**config.mk**
```make
export PLATFORM = sky130hd
export DESIGN_NAME = discrete_cdf_location_sampler_top
export DESIGN_NICKNAME = d
export VERILOG_FILES = /design/src/rtl/core/dcls_pkg.sv /design/src/rtl/core/dcls_div.sv /design/src/rtl/core/discrete_cdf_location_sampler_top.sv
export SDC_FILE = /design/constraint.sdc
export NUM_CORES = 2
export LEC_CHECK = 0
export ABC_AREA = 1
export BUFFER_PORTS_ARGS = -buffer_cell sky130_fd_sc_hd__buf_2
export CAP_MARGIN = 20
export CORE_MARGIN = 2
export CORE_UTILIZATION = 58
export CTS_CLUSTER_SIZE = 14
export DETAILED_ROUTE_END_ITERATION = 7
export GPL_TIMING_DRIVEN = 0
export PLACE_DENSITY = 0.74
export SLEW_MARGIN = 5
export SYNTH_ARGS = -nofsm -noshare
export SYNTH_HDL_FRONTEND = slang
export SYNTH_SLANG_ARGS = --single-unit
```
**constraint.sdc**
```tcl
create_clock -name clk -period 7.4 [get_ports clk]
set_input_delay 1.11 -clock clk [delete_from_list [all_inputs] [get_ports clk]]
set_output_delay 1.11 -clock clk [all_outputs]
set_load 0.02 [all_outputs]
```
**src/rtl/core/dcls_pkg.sv**
```systemverilog
// shared constants, table codes and word types for the location sampler
package dcls_pkg;

  localparam int NUM_TYPES  = 16;
  localparam int CHILD_ROWS = 8;

  localparam int TYPE_AW = $clog2(NUM_TYPES);
  localparam int CDF_AW  = $clog2(CHILD_ROWS);
  localparam int ROW_W   = (TYPE_AW > CDF_AW) ? TYPE_AW : CDF_AW;

  localparam int PROB_W  = 33;
  localparam int CNT_W   = 16;
  localparam int OFF_W   = 32;
  localparam int Y_W     = 32;
  localparam int TYPE_W  = 4;
  localparam int AGE_W   = 3;
  localparam int PROD_W  = Y_W + CNT_W;
  localparam int BITC_W  = $clog2(CNT_W);

  localparam logic [1:0] TBL_PROB = 2'd0;
  localparam logic [1:0] TBL_CDF  = 2'd1;
  localparam logic [1:0] TBL_CNT  = 2'd2;
  localparam logic [1:0] TBL_OFF  = 2'd3;

  localparam logic FUNC_WRITE  = 1'b0;
  localparam logic FUNC_SAMPLE = 1'b1;

  typedef struct packed {
    logic [PROB_W-1:0] prob;
    logic [CNT_W-1:0]  cnt;
    logic [OFF_W-1:0]  off;
  } dcls_tword_t;

  typedef struct packed {
    logic [Y_W-1:0]    resid;
    logic [PROB_W-1:0] width;
    logic [CNT_W-1:0]  cnt;
    logic [OFF_W-1:0]  off;
  } dcls_bucket_t;

endpackage

```
**src/rtl/core/dcls_div.sv**
```systemverilog
// bucket pick: multiply residual by count, divide by width, clamp and add offset
module dcls_div (
  input  logic                        clk,
  input  logic                        rst,
  input  logic                        go,
  input  dcls_pkg::dcls_bucket_t      bucket,
  output logic                        done,
  output logic [dcls_pkg::OFF_W-1:0]  loc
);

  logic                          running;
  logic [dcls_pkg::PROB_W-1:0]   rem;
  logic [dcls_pkg::CNT_W-1:0]    plo;
  logic [dcls_pkg::CNT_W-1:0]    quo;
  logic [dcls_pkg::BITC_W-1:0]   bitc;

  logic [dcls_pkg::PROD_W-1:0]   prod;
  logic [dcls_pkg::PROB_W:0]     trial;
  logic [dcls_pkg::PROB_W:0]     diff;
  logic                          ge;
  logic [dcls_pkg::CNT_W-1:0]    quo_next;
  logic                          zero_case;
  logic                          clamp_case;

  always_comb begin
    prod       = dcls_pkg::PROD_W'(bucket.resid) * dcls_pkg::PROD_W'(bucket.cnt);
    zero_case  = (bucket.width == '0) || (bucket.cnt == '0);
    clamp_case = ({1'b0, bucket.resid} >= bucket.width);
    trial      = {rem, plo[dcls_pkg::CNT_W-1]};
    diff       = trial - {1'b0, bucket.width};
    ge         = (trial >= {1'b0, bucket.width});
    quo_next   = {quo[dcls_pkg::CNT_W-2:0], ge};
  end

  always_ff @(posedge clk) begin
    if (rst) begin
      running <= 1'b0;
      done    <= 1'b0;
    end else begin
      done <= 1'b0;
      if (go) begin
        if (zero_case) begin
          done <= 1'b1;
          loc  <= bucket.off;
        end else if (clamp_case) begin
          done <= 1'b1;
          loc  <= dcls_pkg::OFF_W'(bucket.cnt - dcls_pkg::CNT_W'(1)) + bucket.off;
        end else begin
          running <= 1'b1;
          rem     <= {1'b0, prod[dcls_pkg::PROD_W-1:dcls_pkg::CNT_W]};
          plo     <= prod[dcls_pkg::CNT_W-1:0];
          quo     <= '0;
          bitc    <= dcls_pkg::BITC_W'(dcls_pkg::CNT_W - 1);
        end
      end else if (running) begin
        rem  <= ge ? diff[dcls_pkg::PROB_W-1:0] : trial[dcls_pkg::PROB_W-1:0];
        plo  <= {plo[dcls_pkg::CNT_W-2:0], 1'b0};
        quo  <= quo_next;
        bitc <= bitc - dcls_pkg::BITC_W'(1);
        if (bitc == '0) begin
          running <= 1'b0;
          done    <= 1'b1;
          loc     <= dcls_pkg::OFF_W'(quo_next) + bucket.off;
        end
      end
    end
  end

endmodule

```
**src/rtl/core/discrete_cdf_location_sampler_top.sv**
```systemverilog
// location sampler top: table memories, cdf walk control and result port
// table write: no result, busy stays low
// sample: adult walks type rows; child walks cdf rows, then reads the type row in S_CREAD;
// both then start the divider in S_GO and wait in S_WAIT; the divider skips its bit loop when
// width or count is zero or the pick clamps. one item at a time, one table row a cycle,
// divider one bit; results are not held off. reset clears control and first_school_type
module discrete_cdf_location_sampler_top (
  input  logic        clk,
  input  logic        rst,
  input  logic        start,
  output logic        busy,
  input  logic        func,
  input  logic [1:0]  table_id,
  input  logic [3:0]  table_index,
  input  logic [32:0] table_value,
  input  logic [31:0] random_word,
  input  logic        is_adult,
  input  logic        cfg_valid,
  output logic        cfg_ready,
  input  logic [3:0]  cfg_data,
  output logic        done,
  output logic [31:0] location_id,
  output logic [3:0]  business_type,
  output logic [2:0]  age_group,
  output logic        adult_out
);

  localparam logic [2:0] S_IDLE  = 3'd0;
  localparam logic [2:0] S_AWALK = 3'd1;
  localparam logic [2:0] S_CWALK = 3'd2;
  localparam logic [2:0] S_CREAD = 3'd3;
  localparam logic [2:0] S_GO    = 3'd4;
  localparam logic [2:0] S_WAIT  = 3'd5;

  logic [2:0]                         state;
  logic [3:0]                         first_school_type;
  logic [dcls_pkg::ROW_W-1:0]         row;
  logic [dcls_pkg::Y_W-1:0]           y;
  logic [dcls_pkg::PROB_W-1:0]        lo;
  logic                               adult;
  logic [dcls_pkg::TYPE_W-1:0]        btype;
  logic [dcls_pkg::AGE_W-1:0]         age;
  dcls_pkg::dcls_bucket_t             bucket;

  dcls_pkg::dcls_tword_t              tmem [dcls_pkg::NUM_TYPES];
  logic [dcls_pkg::PROB_W-1:0]        cmem [dcls_pkg::CHILD_ROWS];
  dcls_pkg::dcls_tword_t              t_rd;
  logic [dcls_pkg::PROB_W-1:0]        c_rd;
  logic [dcls_pkg::TYPE_AW-1:0]       t_raddr;
  logic [dcls_pkg::CDF_AW-1:0]        c_raddr;

  logic                               accept;
  logic                               wr_en;
  logic                               a_cont;
  logic                               c_cont;
  logic [dcls_pkg::TYPE_W-1:0]        school;
  logic                               type_ok;
  logic                               go;
  logic                               div_done;
  logic [dcls_pkg::OFF_W-1:0]         div_loc;

  assign busy      = (state != S_IDLE);
  assign cfg_ready = 1'b1;
  assign accept    = start && !busy;
  assign wr_en     = accept && (func == dcls_pkg::FUNC_WRITE);
  assign go        = (state == S_GO);

  always_comb begin
    a_cont  = (row < dcls_pkg::ROW_W'(dcls_pkg::NUM_TYPES - 1)) && (t_rd.prob < {1'b0, y});
    c_cont  = (row < dcls_pkg::ROW_W'(dcls_pkg::CHILD_ROWS - 1)) && ({1'b0, y} > c_rd);
    school  = dcls_pkg::TYPE_W'(row) + first_school_type;
    type_ok = (32'(btype) < dcls_pkg::NUM_TYPES);
    t_raddr = '0;
    c_raddr = '0;
    unique case (state)
      S_AWALK: begin
        t_raddr = a_cont ? dcls_pkg::TYPE_AW'(row + dcls_pkg::ROW_W'(1))
                         : dcls_pkg::TYPE_AW'(row);
      end
      S_CWALK: begin
        t_raddr = dcls_pkg::TYPE_AW'(school);
        c_raddr = c_cont ? dcls_pkg::CDF_AW'(row + dcls_pkg::ROW_W'(1))
                         : dcls_pkg::CDF_AW'(row);
      end
      default: begin
        t_raddr = '0;
        c_raddr = '0;
      end
    endcase
  end

  // table memories
  always_ff @(posedge clk) begin
    if (wr_en) begin
      unique case (table_id)
        dcls_pkg::TBL_PROB: begin
          if (32'(table_index) < dcls_pkg::NUM_TYPES) begin
            tmem[dcls_pkg::TYPE_AW'(table_index)].prob <= table_value;
          end
        end
        dcls_pkg::TBL_CDF: begin
          if (32'(table_index) < dcls_pkg::CHILD_ROWS) begin
            cmem[dcls_pkg::CDF_AW'(table_index)] <= table_value;
          end
        end
        dcls_pkg::TBL_CNT: begin
          if (32'(table_index) < dcls_pkg::NUM_TYPES) begin
            tmem[dcls_pkg::TYPE_AW'(table_index)].cnt <= table_value[dcls_pkg::CNT_W-1:0];
          end
        end
        default: begin
          if (32'(table_index) < dcls_pkg::NUM_TYPES) begin
            tmem[dcls_pkg::TYPE_AW'(table_index)].off <= table_value[dcls_pkg::OFF_W-1:0];
          end
        end
      endcase
    end
    t_rd <= tmem[t_raddr];
    c_rd <= cmem[c_raddr];
  end

  always_ff @(posedge clk) begin
    if (rst) begin
      state             <= S_IDLE;
      first_school_type <= '0;
    end else begin
      if (cfg_valid && cfg_ready) begin
        first_school_type <= cfg_data;
      end
      unique case (state)
        S_IDLE: begin
          if (accept && (func == dcls_pkg::FUNC_SAMPLE)) begin
            y     <= random_word;
            adult <= is_adult;
            row   <= '0;
            lo    <= '0;
            state <= is_adult ? S_AWALK : S_CWALK;
          end
        end
        S_AWALK: begin
          if (a_cont) begin
            y   <= y - t_rd.prob[dcls_pkg::Y_W-1:0];
            row <= row + dcls_pkg::ROW_W'(1);
          end else begin
            btype        <= dcls_pkg::TYPE_W'(row);
            age          <= '0;
            bucket.resid <= y;
            bucket.width <= t_rd.prob;
            bucket.cnt   <= t_rd.cnt;
            bucket.off   <= t_rd.off;
            state        <= S_GO;
          end
        end
        S_CWALK: begin
          if (c_cont) begin
            lo  <= c_rd;
            row <= row + dcls_pkg::ROW_W'(1);
          end else begin
            btype        <= school;
            age          <= dcls_pkg::AGE_W'(row);
            bucket.width <= (c_rd > lo) ? c_rd - lo : '0;
            bucket.resid <= ({1'b0, y} > lo) ? y - lo[dcls_pkg::Y_W-1:0] : '0;
            state        <= S_CREAD;
          end
        end
        S_CREAD: begin
          bucket.cnt <= type_ok ? t_rd.cnt : '0;
          bucket.off <= type_ok ? t_rd.off : '0;
          state      <= S_GO;
        end
        S_GO: begin
          state <= S_WAIT;
        end
        S_WAIT: begin
          if (div_done) begin
            state <= S_IDLE;
          end
        end
        default: begin
          state <= S_IDLE;
        end
      endcase
    end
  end

  dcls_div u_div (
    .clk    (clk),
    .rst    (rst),
    .go     (go),
    .bucket (bucket),
    .done   (div_done),
    .loc    (div_loc)
  );

  assign done          = div_done;
  assign location_id   = div_loc;
  assign business_type = btype;
  assign age_group     = age;
  assign adult_out     = adult;

endmodule
```
# ---- After elaboration in Yosys (flattened, before gate mapping)
# Memory sizes are Yosys's and may differ from the RTL's. A register that Yosys moved wholly into a read port is not among the register bits.
# Cells that the tools add are included.
dict set report totals {
  register_bits 299
  mem_bits_rw 1560
  inputBits 81
  out_inout_bits 43
  word_cells 166
  n_memories 2
}
dict set report classes {
  n_addsub 10
  multipliers 1
  n_lt_le_gt_ge 9
  eq_ne 16
  mux 76
  n_bitwise 2
  n_reduce_logical 31
}
# name words word_bits read_ports rd_clocked_by_memory_dff write_ports line_no
set mem_list {}
lappend mem_list {tmem 16 81 1 1 1 discrete_cdf_location_sampler_top.sv:45} ;# dcls_pkg::dcls_tword_t tmem [dcls_pkg::NUM_TYPES];
lappend mem_list {cmem 8 33 1 1 1 discrete_cdf_location_sampler_top.sv:46} ;# logic [dcls_pkg::PROB_W-1:0] cmem [dcls_pkg::CHILD_ROWS];
# op count
set ops {}
lappend ops {{$mux 33} 8}
lappend ops {{$mux 32} 8}
lappend ops {{$pmux 65 s2} 1}
lappend ops {{$mux 113} 1}
lappend ops {{$pmux 48 s2} 1}
lappend ops {{$gt 32x33->1} 2}
lappend ops {{$pmux 33 s2} 1}
lappend ops {{$sub 33x33->33} 2}
lappend ops {{$mux 65} 1}
lappend ops {{$mux 16} 4}
lappend ops {{$pmux 32 s2} 1}
lappend ops {{$sub 32x32->32} 2}
lappend ops {{$mux 15} 4}
lappend ops {{$mul 32x16->48} 1}
lappend ops {{$mux 4} 9}
lappend ops {{$ge 34x33->1} 1}
lappend ops {{$ge 32x33->1} 1}
lappend ops {{$gt 33x33->1} 1}
lappend ops {{$logic_not 33->1} 1}
lappend ops {{$lt 33x32->1} 1}
lappend ops {{$add 16x32->32} 1}
lappend ops {{$add 32x32->32} 1}
lappend ops {{$reduce_and 4->1} 7}
lappend ops {{$mux 3} 8}
lappend ops {{33 further kinds} 77}

# ---- Logic depth before layout (Yosys ltp)
dict set report logic_depth {
  depth_word 6
  ltp_mapped 31
  depth_no_buf 30
}

# ---- Modules after synthesis
# From an unflattened synthesis, not the netlist that was laid out.
dict set report hier_totals {
  cells_unflattened 12748
  area_unflattened_um2 114825.1
}
# module instances cells_each area_each_um2 seq_area_each_um2
set modules_own_cells {}
lappend modules_own_cells {discrete_cdf_location_sampler_top 1 8125 84447.2 54972.7}
lappend modules_own_cells {dcls_div 1 4623 30377.9 3042.9}

# ---- Least setup slack after synthesis
# OpenSTA, ideal clock, no wires.
dict set report synth_timing {
  path_type {flip-flop to flip-flop}
  startpoint {register y[27] (netlist name)}
  endpoint {register age, in the netlist age_group[0], enable pin}
  setup_time_ps 610
  arrival_time_ps 7043
  t_required_ps 6790
  setup_slack_ps -253
  path_stages_with_launch 15
  n_path_buf 0
  synth_period_minus_slack_ps 7653
  path_cell_list {edfxtp_1 inv_1 ha_1 nand2_2 nor2_2 nand3_1 nor2_1 nand2_1 nand2_1 nor2_1 nand3_2 inv_2 nand2_1 nand2_1 a211oi_1}
}
dict set report synth_between {
  elab_chain_cells 4
  word_cells_on_any_way 7
  classes_between {order compare: 2; eq/ne: 2; reduce/logical: 3}
}
# item line_no
set synth_lines {}
lappend synth_lines {{start, declared} discrete_cdf_location_sampler_top.sv:38} ;# logic [dcls_pkg::Y_W-1:0] y;
lappend synth_lines {{start signal, assigned} discrete_cdf_location_sampler_top.sv:133} ;# y <= random_word;
lappend synth_lines {{start signal, assigned} discrete_cdf_location_sampler_top.sv:142} ;# y <= y - t_rd.prob[dcls_pkg::Y_W-1:0];
lappend synth_lines {{$gt 32x33->1 or $lt 33x32->1 (tied branches)} {discrete_cdf_location_sampler_top.sv:70, discrete_cdf_location_sampler_top.sv:69}}
lappend synth_lines {{$logic_and 1x1->1, on equally long branches} {discrete_cdf_location_sampler_top.sv:70, discrete_cdf_location_sampler_top.sv:69}}
lappend synth_lines {{$ne 2x2->1 (no line)} --}
lappend synth_lines {{$reduce_and 4->1 (no line) *} --}
lappend synth_lines {{end signal, assigned} discrete_cdf_location_sampler_top.sv:160} ;# age <= dcls_pkg::AGE_W'(row);
lappend synth_lines {{end, declared} discrete_cdf_location_sampler_top.sv:42} ;# logic [dcls_pkg::AGE_W-1:0] age;
# Every way passes the cells marked *; elsewhere a longest branch is shown, timed or not.
# A chain may end at the register's enable or synchronous reset.

# ---- Final worst setup path
dict set report layout_timing {
  startpoint {register, netlist name bucket[83]}
  endpoint {register u_div.rem[25] (netlist name) (data pin)}
}
dict set report layout_between {
  elab_chain_cells 4
}
# item line_no
set layout_lines {}
lappend layout_lines {{$mul 32x16->48} dcls_div.sv:26} ;# prod = dcls_pkg::PROD_W'(bucket.resid) * dcls_pkg::PROD_W'(bucket.cnt);
lappend layout_lines {{$mux 33} dcls_div.sv:45} ;# end else if (clamp_case) begin
lappend layout_lines {{$mux 33} dcls_div.sv:42} ;# if (zero_case) begin
lappend layout_lines {{$mux 33} dcls_div.sv:41} ;# if (go) begin
lappend layout_lines {{end signal, assigned} dcls_div.sv:50} ;# rem <= {1'b0, prod[dcls_pkg::PROD_W-1:dcls_pkg::CNT_W]};
lappend layout_lines {{end signal, assigned} dcls_div.sv:56} ;# rem <= ge ? diff[dcls_pkg::PROB_W-1:0] : trial[dcls_pkg::PROB_W-1:0];
lappend layout_lines {{end, declared} dcls_div.sv:12} ;# logic [dcls_pkg::PROB_W-1:0] rem;
# Every way passes these cells. The select of a mux whose other input is x is not followed.

==> metrics.md <==
| Metric | Value |
|---|---|
| Outcome | completed |
| R2r setup slk | 0.14 ns |
| EDFF count, synth | about 1.9k |
| Rows | between 150 and 200 |
| Non-filler cells in the finished layout | around 15k |
| Detailed placement HPWL | about 280 mm |
| Maximum clock frequency | between 0.1 and 0.15 GHz |
| Critical Path Sink Type | register |
| Critical Path RT | ~8 ns |
| Leading area contributor after synthesis | edfxtp_1 |
| Placed insts | about 15k |
| I/O Pins | ~120 |
| Die width | around 440 microns |
| Worst R2R End | u_div.rem[25]$_DFFE_PP_ |
| WS Path Type | register to register |
| Number of synthesized register bits | 1973 |
| Seq/Total Area, Yosys | about 52% |
| Hold EP | bucket[7]$_DFFE_PP_ |
| Pre-CTS WS | -0.796 ns |
| Hold Violations, Final | 0 |
| Top post-synthesis cells by count | nand2_1 (2955), inv_1 (1965), edfxtp_1 (1850), nand3_1 (1745), fa_1 (425) |
| Via-to-Cell Ratio | 5.87 |
| Global route overflow | 0 |
| Share of layout cells above drive strength 1 | 7.98% |
| Setup crit start | bucket[83]$_DFFE_PP_ |
| DR vias | roughly 88k |
| Top cells by area, synth | edfxtp_1 (50%), nand2_1 (9.9%), nand3_1 (7.8%), fa_1 (7.6%), inv_1 (6.6%) |
| Crit Path Max Fanout | 10 |
| Final RePlAce weighted congestion | between 1 and 1.5 |
| Largest net degree at the start of global routing | 57 |
| Clock Skews | approximately 0.074 ns |
| CTS clock-pin slew for the worst setup and hold paths | ~0.070 ns |
| Min-delay src | t_rd[7]$_DFF_P_ |
| Top-area cell type share of the netlist area | approximately 50% |
| DR WL/cell | between 20 and 30 microns |
| Crit path DAT | between 7 and 8 ns |
| Pin slew with the least headroom to its limit | 1.25 ns |
| Fill count | around 15k |
| Clk Latency, worst-skew pair | 0.87 ns |
| Hold_ws | between 0.3 and 0.4 ns |
| Worst-case reg-to-reg path depth | 24 |
| DRT Pass-1 Iters | 7 |
| Total track usage | about two fifths |
| Top Family by Delay on Critical Path | adder cells |
| Starting Density | 58.2% |
| Area grow syn2layout | 11.8% |
| Fin crit share | 98.2% |
| Worst path most repeated cell | fa_1 |
| Max-cap violations | 0 |
| Slew Limit Fails | 0 |
| Htree depth | 4 |
| Setup violators final | 0 |
| Final wirelength | 381 mm |
| CP cell instances | clkbuf_2 > buf_2 > nand2_1 > fa_1 > fa_1 > inv_1 > fa_1 > fa_1 > fa_1 > inv_1 > fa_1 > inv_1 > ha_1 > a21oi_1 > inv_1 > a31oi_1 > o21ai_0 > nand2_1 > nand3_1 > a21oi_2 > inv_1 > a21o_1 > o21ai_1 > nand2_1 |
| Mapped Area | approximately 110000 sq um |
| Syn. warnings | 0 |
| CTS root buffer | clkbuf_16 |
| Top-count cell post-synth | nand2_1 |
| Min Tclk post-route | slightly above 7 ns |
| Synth Area per Inst | between 9 and 10 sq um |
| Crit-path max cell delay | about 0.59 ns |
| Die H | between 400 and 500 microns |
| Asr flop ratio synth | 0% |
| Max clock buf depth | 3 |
| Post-layout worst setup margin | ~0.14 ns |
| Initial drt markers | about 13k |
| Die ar. | 196000 sq um |
| Global-route wire length before repair | around 550 mm |
| Crit path buf inv count | 7 |
| Util after Layout | between 60% and 70% |
| Vias in the first global route | between 80k and 90k |
| Critical Path Slowest Stage Cell | edfxtp_1 |
| RSZ-0062 raised after global routing | no |
| Sink Count | between 1.5k and 2k |
| CTS tree | yes |
| Final #Nets | between 10k and 15k |
| Antenna violations before repair | 27 |
| WHS Path Cells | 0 |
| R2r startpoint | bucket[83]$_DFFE_PP_ |
| Multi-input gate area | roughly 44000 sq um |
| DRC | 0 |
| Crit start category | register |
| Main synth FF type | edfxtp_1 |
| Hold Path Class | register to register |
| Netlist cell types | between 50 and 60 |
| Synthesized Nets | roughly 13k |
| Post-route ant nets | 0 |
| Number of port buffers | about 120 |
| Core area | around 190000 sq um |
| Worst relative slew slack | approximately 16% |
| CTS buffer count | ~200 |
| Register area | 58000 sq um |
| Mapped Cells | around 12k |
==> per-stage QoR <==
stage / TNS [ns] / instance area [sq um]
5_1_grt: 0 / 125000
6_report: 0 / 125000
2_1_floorplan: 0 / 112000
3_5_place_dp: -5.75 / 118000
3_3_place_gp: -51.41 / 115000
4_1_cts: 0 / 124000
==> per-layer routing <==
metal / vias to the layer above / global-route usage (%) / wire length [microns] / part of all wire [%]
met5: - / 0 / 50 / 0.013
met4: 8 / 21.9 / 24700 / 6.5
met3: 960 / 6.95 / 40600 / 11
met2: 5070 / 60.0 / 172000 / 45
met1: 42200 / 51.6 / 144000 / 38
li1: 39600 / - / - / -
==> state kept, by name (all words and copies together) (netlist names), 15 cells and up <==
signal / cells
u_div.plo: 16
lo: 33
cmem: 264
c_rd: 33
tmem: 1296
t_rd: 81
y: 32
bucket: 113
u_div.loc: 32
u_div.quo: 15
u_div.rem: 33
==> logic make-up (layout without fill, tap and decap cells) <==
group	count (synthesis)	after routing	synth area share, %
other	1	16	0.00336
buffers and inverters	2556	3146	9.11
AND/OR/NAND/NOR	5407	5407	20.9
XOR/XNOR	175	175	1.37
AO/OA/AOI/OAI	900	900	4.53
adder cells (fa/ha/maj)	823	823	12.1
flip-flops	1973	1973	52.0
==> placed cells by master (no fill, tap or decap), types with 58 or more instances in the layout <==
cell type and instances:
dfxtp_1 123, buf_4 89, buf_2 314, ha_1 398
nand3_1 1745, clkbuf_16 205, clkbuf_2 60, fa_1 425
xnor2_1 95, clkbuf_1 228, nor2_1 354, o22ai_1 58
o21ai_0 281, nand3b_1 136, inv_1 1964, xor2_1 80
nand2_1 2954, edfxtp_1 1850, a21oi_1 358
==> worst reg2reg max path: cells and delay by family (launching register included) <==
kind,cells,cell delay [ns]
AOI/OAI and AO/OA,6,1.46
DFF,1,0.59
and+or+nand+nor,4,0.53
buffers and inverters,7,1.02
adders and majority gates,7,3.37
==> cell type report <==
class	count	share of cell area (%)
Multi-Input combinational cell	7306	35.2
Antenna cell	15	0.0301
Inverter	1971	5.93
Tap cell	2526	2.53
Buffer	558	2.25
Sequential cell	1973	46.5
Clock inverter	111	0.975
Clock buffer	259	4.36
Timing Repair Buffer	247	2.27
==> repair_timing <==
action | CTS | global route
setup buffers | 25 | 2
setup endpoints to repair | 28 | 5
hold buffers | 0 | 0
pin swaps | 0 | 1
resized for setup | 58 | 84
==> how the worst max path moves through the flow <==
stage | slack (ns) | endpoint | cells past startpoint
2_1_floorplan | 1.57 | u_div.rem[29]$_DFFE_PP_ | 24
3_5_place_dp | -0.80 | u_div.rem[25]$_DFFE_PP_ | 24
5_1_grt | 0.02 | u_div.rem[20]$_DFFE_PP_ | 21
3_3_place_gp | -0.85 | u_div.rem[25]$_DFFE_PP_ | 24
4_1_cts | 0.01 | u_div.rem[25]$_DFFE_PP_ | 24
6_report | 0.14 | u_div.rem[25]$_DFFE_PP_ | 24
Power is not shown: default switching activity piles up to over one toggle a cycle in this logic, so the estimate is an artifact.
